<file path="config.mk">
export PLATFORM = sky130hd
export DESIGN_NAME = keypad_code_lock_unit
export DESIGN_NICKNAME = d
export VERILOG_FILES = /design/src/kcl_pkg.sv /design/src/kcl_key_scan.sv /design/src/kcl_lock.sv /design/src/keypad_code_lock_unit.sv
export SDC_FILE = /design/constraint.sdc
export NUM_CORES = 1
export LEC_CHECK = 0
export BUFFER_PORTS_ARGS = -buffer_cell sky130_fd_sc_hd__buf_2
export CORE_UTILIZATION = 56
export DETAILED_ROUTE_END_ITERATION = 12
export PLACE_DENSITY = 0.79
export SETUP_SLACK_MARGIN = 0.2
export SLEW_MARGIN = 10
export SYNTH_ARGS = -nofsm -noshare
export SYNTH_HDL_FRONTEND = slang
export SYNTH_HIERARCHICAL = 1
export SYNTH_SLANG_ARGS = --single-unit
</file>
<file path="constraint.sdc">
create_clock -name clk -period 2.4 [get_ports clk]
set_clock_uncertainty 0.05 [all_clocks]
set_input_delay 0.12 -clock clk [delete_from_list [all_inputs] [get_ports clk]]
set_output_delay 0.12 -clock clk [all_outputs]
set_load 0.02 [all_outputs]
</file>
<file path="src/kcl_pkg.sv">
// ----------------------------------------------------------------------------
// Keypad code lock package
// Payload types, register indexes and the key-to-ASCII table.
// ----------------------------------------------------------------------------
package kcl_pkg;

    localparam int KEY_COUNT  = 16;
    localparam int CODE_WIDTH = 7;

    typedef logic [KEY_COUNT-1:0]  key_mask_t;
    typedef logic [CODE_WIDTH-1:0] key_code_t;

    typedef struct packed {
        logic [15:0] early_sample;
        logic [15:0] late_sample;
    } kcl_in_t;

    typedef struct packed {
        logic      key_valid;
        key_code_t key_code;
        logic      verdict_valid;
        logic      unlocked;
    } kcl_out_t;

    typedef struct packed {
        key_mask_t debounced;
        logic      key_found;
        key_code_t code;
    } kcl_scan_t;

    typedef logic cfg_index_t;

    localparam cfg_index_t CFG_FIRST_CODE  = 1'b0;
    localparam cfg_index_t CFG_SECOND_CODE = 1'b1;

    localparam key_code_t FIRST_CODE_RESET  = 7'd48;
    localparam key_code_t SECOND_CODE_RESET = 7'd51;

    // bit 0..15: * 0 # D 7 8 9 C 4 5 6 B 1 2 3 A
    localparam key_code_t KEY_ASCII [KEY_COUNT] = '{
        7'd42, 7'd48, 7'd35, 7'd68, 7'd55, 7'd56, 7'd57, 7'd67,
        7'd52, 7'd53, 7'd54, 7'd66, 7'd49, 7'd50, 7'd51, 7'd65
    };

endpackage

</file>
<file path="src/kcl_key_scan.sv">
// ----------------------------------------------------------------------------
// Keypad code lock key scan
// Debounce two snapshots, mask held keys, encode the lowest fresh key.
// ----------------------------------------------------------------------------
module kcl_key_scan (
    input  kcl_pkg::kcl_in_t   sample,
    input  kcl_pkg::key_mask_t held_keys,
    output kcl_pkg::kcl_scan_t scan
);
    import kcl_pkg::*;

    key_mask_t debounced;
    key_mask_t fresh;
    key_code_t code;

    assign debounced = sample.early_sample & sample.late_sample;
    assign fresh     = debounced & ~held_keys;

    always_comb
    begin
        code = '0;
        // lowest index wins: scan down so it is assigned last
        for (int k = KEY_COUNT - 1; k >= 0; k--)
        begin
            if (fresh[k])
            begin
                code = KEY_ASCII[k];
            end
        end
    end

    assign scan.debounced = debounced;
    assign scan.key_found = |fresh;
    assign scan.code      = code;

endmodule

</file>
<file path="src/kcl_lock.sv">
// ----------------------------------------------------------------------------
// Keypad code lock sequencer
// Hold the key history and two-key attempt state, form each result.
// ----------------------------------------------------------------------------
module kcl_lock (
    input  logic               clk,
    input  logic               rst_n,
    input  logic               advance,
    input  kcl_pkg::kcl_scan_t scan,
    input  kcl_pkg::key_code_t first_code,
    input  kcl_pkg::key_code_t second_code,
    output kcl_pkg::key_mask_t held_keys,
    output kcl_pkg::kcl_out_t  result
);
    import kcl_pkg::*;

    key_mask_t held_keys_reg;
    key_mask_t held_keys_next;
    logic      awaiting_reg;
    logic      awaiting_next;
    logic      matched_reg;
    logic      matched_next;

    always_ff @(posedge clk or negedge rst_n)
    begin
        if (!rst_n)
        begin
            held_keys_reg <= '0;
            awaiting_reg  <= 1'b0;
            matched_reg   <= 1'b0;
        end
        else if (advance)
        begin
            held_keys_reg <= held_keys_next;
            awaiting_reg  <= awaiting_next;
            matched_reg   <= matched_next;
        end
    end

    always_comb
    begin
        held_keys_next        = scan.debounced;
        awaiting_next         = awaiting_reg;
        matched_next          = matched_reg;
        result.key_valid      = scan.key_found;
        result.key_code       = scan.code;
        result.verdict_valid  = 1'b0;
        result.unlocked       = 1'b0;
        if (scan.key_found)
        begin
            if (!awaiting_reg)
            begin
                matched_next  = (scan.code == first_code);
                awaiting_next = 1'b1;
            end
            else
            begin
                // verdict: clear all history
                result.verdict_valid = 1'b1;
                result.unlocked      = matched_reg && (scan.code == second_code);
                held_keys_next       = '0;
                awaiting_next        = 1'b0;
                matched_next         = 1'b0;
            end
        end
    end

    assign held_keys = held_keys_reg;

endmodule

</file>
<file path="src/keypad_code_lock_unit.sv">
// ----------------------------------------------------------------------------
// Keypad code lock unit
// Debounced 4x4 keypad scan with a two-key combination lock.
// ----------------------------------------------------------------------------
// Usage:
//   Input channel (in_valid/in_ready/in_data) takes one pair of matrix
//   snapshots per transfer. Output channel (out_valid/out_ready/out_data)
//   returns exactly one result per input transfer, in order.
//   An input transfer lands in the input register; its result is loaded
//   into the result register, which drives out_valid, once that register
//   is empty or being read out.
//   Throughput is one transfer per cycle while out_ready is high, set by
//   the combinational scan and lock update between the two registers.
//   When the receiver stalls, the result register holds and the input
//   register holds the next item; in_ready drops only when both are full
//   and out_ready is low.
//   Configuration writes (cfg_we, cfg_index, cfg_data) take effect at the
//   clock edge; the user, not the block, keeps them to no transfer in flight.
//   Reset empties both registers, clears the key history and attempt state,
//   and loads first_code with '0' and second_code with '3'.
// ----------------------------------------------------------------------------
module keypad_code_lock_unit (
    input  logic                clk,
    input  logic                rst_n,
    input  logic                in_valid,
    output logic                in_ready,
    input  kcl_pkg::kcl_in_t    in_data,
    output logic                out_valid,
    input  logic                out_ready,
    output kcl_pkg::kcl_out_t   out_data,
    input  logic                cfg_we,
    input  kcl_pkg::cfg_index_t cfg_index,
    input  kcl_pkg::key_code_t  cfg_data
);
    import kcl_pkg::*;

    kcl_in_t   in_data_reg;
    logic      in_valid_reg;
    kcl_out_t  out_data_reg;
    logic      out_valid_reg;
    key_code_t first_code_reg;
    key_code_t second_code_reg;

    logic      advance;
    key_mask_t held_keys;
    kcl_scan_t scan;
    kcl_out_t  result;

    assign advance  = in_valid_reg && (!out_valid_reg || out_ready);
    assign in_ready = !in_valid_reg || advance;

    always_ff @(posedge clk or negedge rst_n)
    begin
        if (!rst_n)
        begin
            in_valid_reg  <= 1'b0;
            out_valid_reg <= 1'b0;
        end
        else
        begin
            if (in_ready)
            begin
                in_valid_reg <= in_valid;
            end
            if (advance)
            begin
                out_valid_reg <= 1'b1;
            end
            else if (out_ready)
            begin
                out_valid_reg <= 1'b0;
            end
        end
    end

    always_ff @(posedge clk)
    begin
        if (in_valid && in_ready)
        begin
            in_data_reg <= in_data;
        end
        if (advance)
        begin
            out_data_reg <= result;
        end
    end

    always_ff @(posedge clk or negedge rst_n)
    begin
        if (!rst_n)
        begin
            first_code_reg  <= FIRST_CODE_RESET;
            second_code_reg <= SECOND_CODE_RESET;
        end
        else if (cfg_we)
        begin
            unique case (cfg_index)
                CFG_FIRST_CODE:  first_code_reg  <= cfg_data;
                CFG_SECOND_CODE: second_code_reg <= cfg_data;
                default:         first_code_reg  <= first_code_reg;
            endcase
        end
    end

    kcl_key_scan u_scan (
        .sample    (in_data_reg),
        .held_keys (held_keys),
        .scan      (scan)
    );

    kcl_lock u_lock (
        .clk         (clk),
        .rst_n       (rst_n),
        .advance     (advance),
        .scan        (scan),
        .first_code  (first_code_reg),
        .second_code (second_code_reg),
        .held_keys   (held_keys),
        .result      (result)
    );

    assign out_valid = out_valid_reg;
    assign out_data  = out_data_reg;

endmodule

</file>
==> results of run 1 <==
final timing paths:
| check | slack (ns) | start | end |
|---|---|---|---|
| hold reg to reg | 0.44 | in_valid_reg | out_valid |
| min in group asynchronous | 0.34 | rst_n | first_code_reg[6] |
| setup / recovery | 0.31 | u_lock/held_keys[10] | out_data[0] |
| max in group asynchronous | 1.45 | rst_n | u_lock/held_keys[14] |
| setup reg to reg | 0.31 | u_lock/held_keys[10] | out_data[0] |
| hold / removal | 0.15 | cfg_index | first_code_reg[3] |
through the flow:
| stage | cells | util [%] | power [mW] | worst slack [ns] |
|---|---|---|---|---|
| after detailed placement | 383 | 63.3 | 2.31 | 0.189 |
| after CTS | 441 | 73.8 | 3.33 | 0.234 |
| after floorplan | 261 | - | 2.14 | 0.393 |
| final | 442 | 74.5 | 3.34 | 0.314 |
| after global placement | 383 | 63.3 | 2.29 | 0.232 |
| after global routing | 442 | 74.5 | 3.49 | 0.194 |
worst register-to-register path, delay by kind of cell, from the launching register on:
family,cells,cell delay (ns)
AO/OA/AOI/OAI,2,0.39
XOR/XNOR,1,0.18
AND/OR/NAND/NOR,4,0.96
flip-flops,1,0.38
layout make-up:
type                    instances  area share, %
flip-flops and latches         76           48.1
multi-input cells             150           26.7
repair buffers                103           16.7
clock buffers                   9           2.81
well taps                      75           2.13
inverters                      22           1.87
clock inverters                 7           1.70
power by group through the flow:
stage	sequential, mW	combinational, mW	clock [mW]
2_1_floorplan	1.69	0.447	0
4_1_cts	1.66	0.679	0.989
5_1_grt	1.68	0.774	1.04
3_3_place_gp	1.68	0.608	0
3_5_place_dp	1.68	0.621	0
6_report	1.66	0.707	0.971
kinds of logic (layout without fill, tap and decap cells):
family	count (synthesis)	count (layout)
compound gates	34	34
simple gates	87	87
buf+inv	35	141
mux	14	14
xor+xnor	15	15
flops	76	76
layer usage:
layer,vias up,global-route usage [%],wire [um]
met5,-,0,0
met4,0,7.86,85
met3,11,6.48,288
met2,78,36.8,3280
met1,1081,29.9,3040
li1,1127,-,-
layout by cell type (no fill, tap or decap), types with 3 or more instances in the layout:
cell type | Yosys | layout
buf_2 | 2 | 56
nand2b_1 | 4 | 4
nand3b_1 | 11 | 11
clkbuf_8 | 0 | 9
nand2_1 | 6 | 6
buf_4 | 8 | 5
xor2_1 | 14 | 14
o211ai_1 | 3 | 3
nand3b_4 | 3 | 3
dlygate4sd3_1 | 0 | 42
dfstp_2 | 6 | 6
inv_1 | 22 | 22
and2_1 | 18 | 18
dfrtp_1 | 28 | 28
and3b_1 | 4 | 4
mux2_4 | 7 | 7
nand3_1 | 20 | 20
mux2_2 | 7 | 7
nor2_1 | 3 | 3
edfxtp_1 | 42 | 42
o21ai_0 | 16 | 16
repair_timing:
item | in CTS | in global routing
setup endpoints to repair | 1 | 11
hold buffers | 42 | 0
gates resized for setup | 1 | 7
buffers inserted | 0 | 1
pin swaps | 0 | 2
hold endpoints to repair | 76 | 0
==> flow_metrics.env, run 1 <==
export IMPL_fin_setup_tns_ns=0
export IMPL_std_cell_rows=28
export IMPL_cts_sinks=76
export IMPL_initial_core_util_pct=57.9
export IMPL_cts_max_level=3
export IMPL_dieArea_um2=6440
export IMPL_fmax_ghz=0.479
export IMPL_powerDensity_nw_per_um2=758
export IMPL_multi_input_area_um2=1170
export IMPL_clkTransAtPathRegs_ns=0.08
export IMPL_synth_xor_area_share_pct=3.83
export IMPL_combinationalPowerShare_pct=21.1
export IMPL_synth_area_um2=3430
export IMPL_synthMuxAreaShare_pct=5.36
export IMPL_num_nets_final=407
export IMPL_dpl_cell_area_um2=3750
export IMPL_cpLargestDelayFamily="simple AND/OR/NAND/NOR gates"
export IMPL_rsz0062_at_grt="yes"
export IMPL_largest_reg_flops=32
export IMPL_swShare_pct=29.0
export IMPL_power_internal_mw=2.37
export IMPL_path_cells="nand3b_1, a32oi_1, o21ai_1, and4_1, xor2_1, nor4_1, and3_1"
export IMPL_seq_area_um2=2120
export IMPL_ant_nets=0
export IMPL_setup_violations=0
export IMPL_hold_depth=3
export IMPL_synth_cell_types=45
export IMPL_syn2layout_area_growth_pct=28.5
export IMPL_grt_max_degree=35
export IMPL_crit_arrival_ns=2.25
export IMPL_netlist_top_cells_count="42 x edfxtp_1, 28 x dfrtp_1, 22 x inv_1, 20 x nand3_1, 18 x and2_1"
export IMPL_cp_start_kind="flip-flop"
export IMPL_dp_hpwl_um=4270
export IMPL_layout_worst_path_cycle_share_pct=86.9
export IMPL_cts_root_buf="clkbuf_8"
export IMPL_grt_pass1_vias=2308
export IMPL_num_vias=2297
export IMPL_ioPinCount=57
export IMPL_r2r_cells=7
export IMPL_worstPathMaxFanout=5
export IMPL_synth_async_sr_flop_share_pct=44.7
export IMPL_power_leakage_nw=1.84
export IMPL_hold_path_class="in -> reg"
export IMPL_power_frac_seq_pct=49.8
export IMPL_fin_crit_ns=2.09
export IMPL_grt_overflow=0
export IMPL_cp_data_required_time_ns=2.57
export IMPL_num_antenna_cells=0
export IMPL_worstSetupPathType="reg -> reg"
export IMPL_slew_viol_final=0
export IMPL_synth_nets=306
export IMPL_synth_largest_type_area_fraction_pct=36.8
export IMPL_vdd_drop_max_uv=507
export IMPL_p_sw_mw=0.969
export IMPL_finalWeightedCongestion=0.850
export IMPL_io_buffers=56
export IMPL_cp_depth=7
export IMPL_ys_ff_latch=76
export IMPL_fin_hold_ws_ns=0.148
export IMPL_cpPeakStageDelay_ns=0.38
export IMPL_drt_iter0_drc=132
export IMPL_synth_enable_flop_cells=42
export IMPL_slew_headroom_pct=46.5
export IMPL_routed_wl_um=6690
export IMPL_drive_above_1_share_pct=30.5
export IMPL_numCtsBuffers=9
export IMPL_vias_per_cell=5.20
export IMPL_grt_usage_pct=22.9
export IMPL_drtPass1Iterations=4
export IMPL_avgSynthCellArea_um2=13.1
export IMPL_synth_simple_area_share_pct=17.1
export IMPL_hold_viol_final=0
export IMPL_synth_compound_area_share_pct=6.93
export IMPL_grt_pass1_wl_um=10800
export IMPL_cts_tree="yes"
export IMPL_yosysTopAreaCell="edfxtp_1"
export IMPL_synth_most_common_cell="edfxtp_1"
export IMPL_die_h_um=80.3
export IMPL_synthTopCellsByArea="edfxtp_1 37%, dfrtp_1 20%, dfstp_2 4.6%"
export IMPL_worst_path_max_delay_cell="dfrtp_1"
export IMPL_synth_fa_ha_area_share_pct=0
export IMPL_synth_main_ff_cell="edfxtp_1"
export IMPL_post_drt_wl_per_cell_um=15.1
export IMPL_stdcell_area_um2=4410
export IMPL_clk_path_buf_depth=2
export IMPL_ys_warn_count=6
export IMPL_ys_seq_area_share_pct=61.8
export IMPL_tightest_slew_ns=0.802
export IMPL_syn_inst=261
export IMPL_drc=0
export IMPL_clk_latency_ns=0.35
export IMPL_status="complete, no violations"
export IMPL_critPathBufInv=0
export IMPL_synth_top_family_by_area="simple AND/OR/NAND/NOR gates"
export IMPL_die_w_um=80.3
export IMPL_end_kind="flip-flop"
export IMPL_design_core_area_um2=5920
export IMPL_fillers=383
export IMPL_antenna_found_initial=0
export IMPL_clkPwrFrac_pct=29.1
export IMPL_max_cap_violations=0
Note: power is estimated with default switching activity, not from simulation.
==> run 2, diff against run 1 <==
--- a/config.mk
+++ b/config.mk
@@ -6,9 +6,10 @@
 export NUM_CORES = 1
 export LEC_CHECK = 0
 export BUFFER_PORTS_ARGS = -buffer_cell sky130_fd_sc_hd__buf_2
-export CORE_UTILIZATION = 56
+export CORE_UTILIZATION = 58
+export CTS_BUF_LIST = sky130_fd_sc_hd__clkbuf_8
 export DETAILED_ROUTE_END_ITERATION = 12
-export PLACE_DENSITY = 0.79
+export PLACE_DENSITY = 0.82
 export SETUP_SLACK_MARGIN = 0.2
 export SLEW_MARGIN = 10
 export SYNTH_ARGS = -nofsm -noshare
==> run 2 against run 1 <==
Hold slack lost 0.13 ns. Global-route usage grew 2.9 points. Final area grew 0.68%. Flip-flop and latch count is the same. Sequential power is essentially flat. Via count grew 3.6%. Count of clock-buffer cells in the layout grew 1. Non-clock buffer count grew 2. Clock power grew 8%. Register-to-register slack lost 0.06 ns.
==> flow_metrics.env, run 2 (synthesis gave the netlist of run 1 again) <==
export IMPL_clk_latency_ns=0.35
export IMPL_io_buffers=56
export IMPL_numCtsBuffers=9
export IMPL_final_common_cell="buf_2"
export IMPL_finalWeightedCongestion=0.902
export IMPL_grt_pass1_wl_um=11800
export IMPL_pre_cts_ws_ns=0.178
export IMPL_p_total_mw=3.47
export IMPL_hold_depth=3
export IMPL_worstSetupPathType="reg -> reg"
export IMPL_reg2reg_to="out_data[0]"
export IMPL_cpPeakStageDelay_ns=0.38
export IMPL_stdcell_area_um2=4440
export IMPL_largest_reg_flops=32
export IMPL_powerDensity_nw_per_um2=782
export IMPL_setup_violations=0
export IMPL_drt_iter0_drc=212
export IMPL_clk_path_buf_depth=2
export IMPL_multi_input_area_um2=1180
export IMPL_crit_arrival_ns=2.31
export IMPL_dpl_cell_area_um2=3740
export IMPL_fmax_ghz=0.465
export IMPL_dp_hpwl_um=4510
export IMPL_ant_nets=0
export IMPL_fillers=326
export IMPL_cp_data_required_time_ns=2.56
export IMPL_drtPass1Iterations=4
export IMPL_post_drt_wl_per_cell_um=16.5
export IMPL_slew_headroom_pct=49.5
export IMPL_rsz0062_at_grt="no"
export IMPL_syn2layout_area_growth_pct=29.4
export IMPL_initial_core_util_pct=61.2
export IMPL_worst_path_max_delay_cell="dfrtp_1"
export IMPL_tightest_slew_ns=0.757
export IMPL_path_cells="nand3b_1, a21boi_1, o211ai_1, a211oi_2, xor2_1, nor4_1, and3_1"
export IMPL_end_kind="flip-flop"
export IMPL_die_w_um=78.9
export IMPL_cts_sinks=76
export IMPL_grt_usage_pct=25.8
export IMPL_grt_pass1_vias=2449
export IMPL_reg2reg_from="u_lock/held_keys[15]"
export IMPL_min_to="out_valid"
export IMPL_hold_viol_final=0
export IMPL_vias_per_cell=5.40
export IMPL_cpLargestDelayFamily="simple AND/OR/NAND/NOR gates"
export IMPL_hold_path_class="in -> reg"
export IMPL_critPathBufInv=0
export IMPL_vdd_drop_max_uv=600
export IMPL_routed_wl_um=7260
export IMPL_num_nets_final=409
export IMPL_grt_max_degree=35
export IMPL_cts_tree="yes"
export IMPL_die_h_um=78.9
export IMPL_seq_area_um2=2120
export IMPL_num_vias=2380
export IMPL_design_core_area_um2=5610
export IMPL_worstPathMaxFanout=3
export IMPL_ff2ff_setup_slack_ns=0.25
export IMPL_num_antenna_cells=0
export IMPL_grt_overflow=0
export IMPL_setup_slack_ns=0.251
export IMPL_max_cap_violations=0
export IMPL_status="complete, no violations"
export IMPL_layout_worst_path_cycle_share_pct=89.5
export IMPL_layout_cells_non_filler=441
export IMPL_drive_above_1_share_pct=31.2
export IMPL_std_cell_rows=27
export IMPL_dp_cells=380
export IMPL_final_cell_mix="56 x buf_2, 42 x edfxtp_1, 41 x dlygate4sd3_1, 28 x dfrtp_1, 23 x inv_1"
export IMPL_slew_viol_final=0
export IMPL_power_leakage_nw=1.87
export IMPL_cts_max_level=3
export IMPL_fin_crit_ns=2.15
export IMPL_ioPinCount=57
export IMPL_r2r_cells=7
export IMPL_clkTransAtPathRegs_ns=0.08
export IMPL_cts_root_buf="clkbuf_8"
export IMPL_fin_hold_ws_ns=0.0154
export IMPL_fin_setup_tns_ns=0
export IMPL_antenna_found_initial=0
export IMPL_drc=0
export IMPL_hp_start="out_ready"
export IMPL_dieArea_um2=6230
export IMPL_final_util_pct=79.1
export IMPL_cp_start_kind="flip-flop"
-- run 2: layout make-up --
type	instances	share of cell area, %
Clock inverter	6	1.80
Sequential cell	76	47.8
Inverter	22	1.86
Clock buffer	10	3.10
Timing Repair Buffer	105	16.9
Tap cell	72	2.03
Multi-Input combinational cell	150	26.5
-- run 2: worst register-to-register path, cell delays in order (launching register included) --
cell and delay [ns]:
dfrtp_1 0.38, nand3b_1 0.24, a21boi_1 0.19, o211ai_1 0.11, a211oi_2 0.34, xor2_1 0.15, nor4_1 0.34, and3_1 0.21
-- run 2: report_power, final --
group | switching [mW] | internal, mW | leakage, nW
Clock | 0.448 | 0.605 | 0.111
Sequential | 0.0995 | 1.57 | 0.820
Combinational | 0.410 | 0.342 | 0.937
-- run 2: what timing repair did --
item | 4_1_cts | 5_1_grt
resized for setup | 1 | 8
pin swaps | 0 | 4
endpoints found under the hold margin | 75 | 0
hold buffers | 41 | 0
setup endpoints to repair | 1 | 10
setup buffers | 0 | 4
-- run 2: worst max path at each step --
stage / cells after the start / start / slack [ns] / endpoint
after global placement: 7 / u_lock/held_keys[15] / 0.25 / out_data[0]
after global routing: 7 / in_data_reg[26] / 0.12 / out_data[0]
after detailed placement: 7 / u_lock/held_keys[15] / 0.18 / out_data[0]
final: 7 / u_lock/held_keys[15] / 0.25 / out_data[0]
after floorplan: 2 / out_valid / 0.39 / in_data_reg[0]
after CTS: 7 / u_lock/held_keys[8] / 0.26 / out_data[0]
-- run 2: per-layer routing --
metal | global-route usage, % | vias to the layer above | share of wire (%)
met3 | 6.78 | 15 | 6.1
met4 | 8.00 | 0 | 1.8
met2 | 43.7 | 99 | 51
met5 | 0 | - | 0
met1 | 32.5 | 1137 | 41
li1 | - | 1129 | -
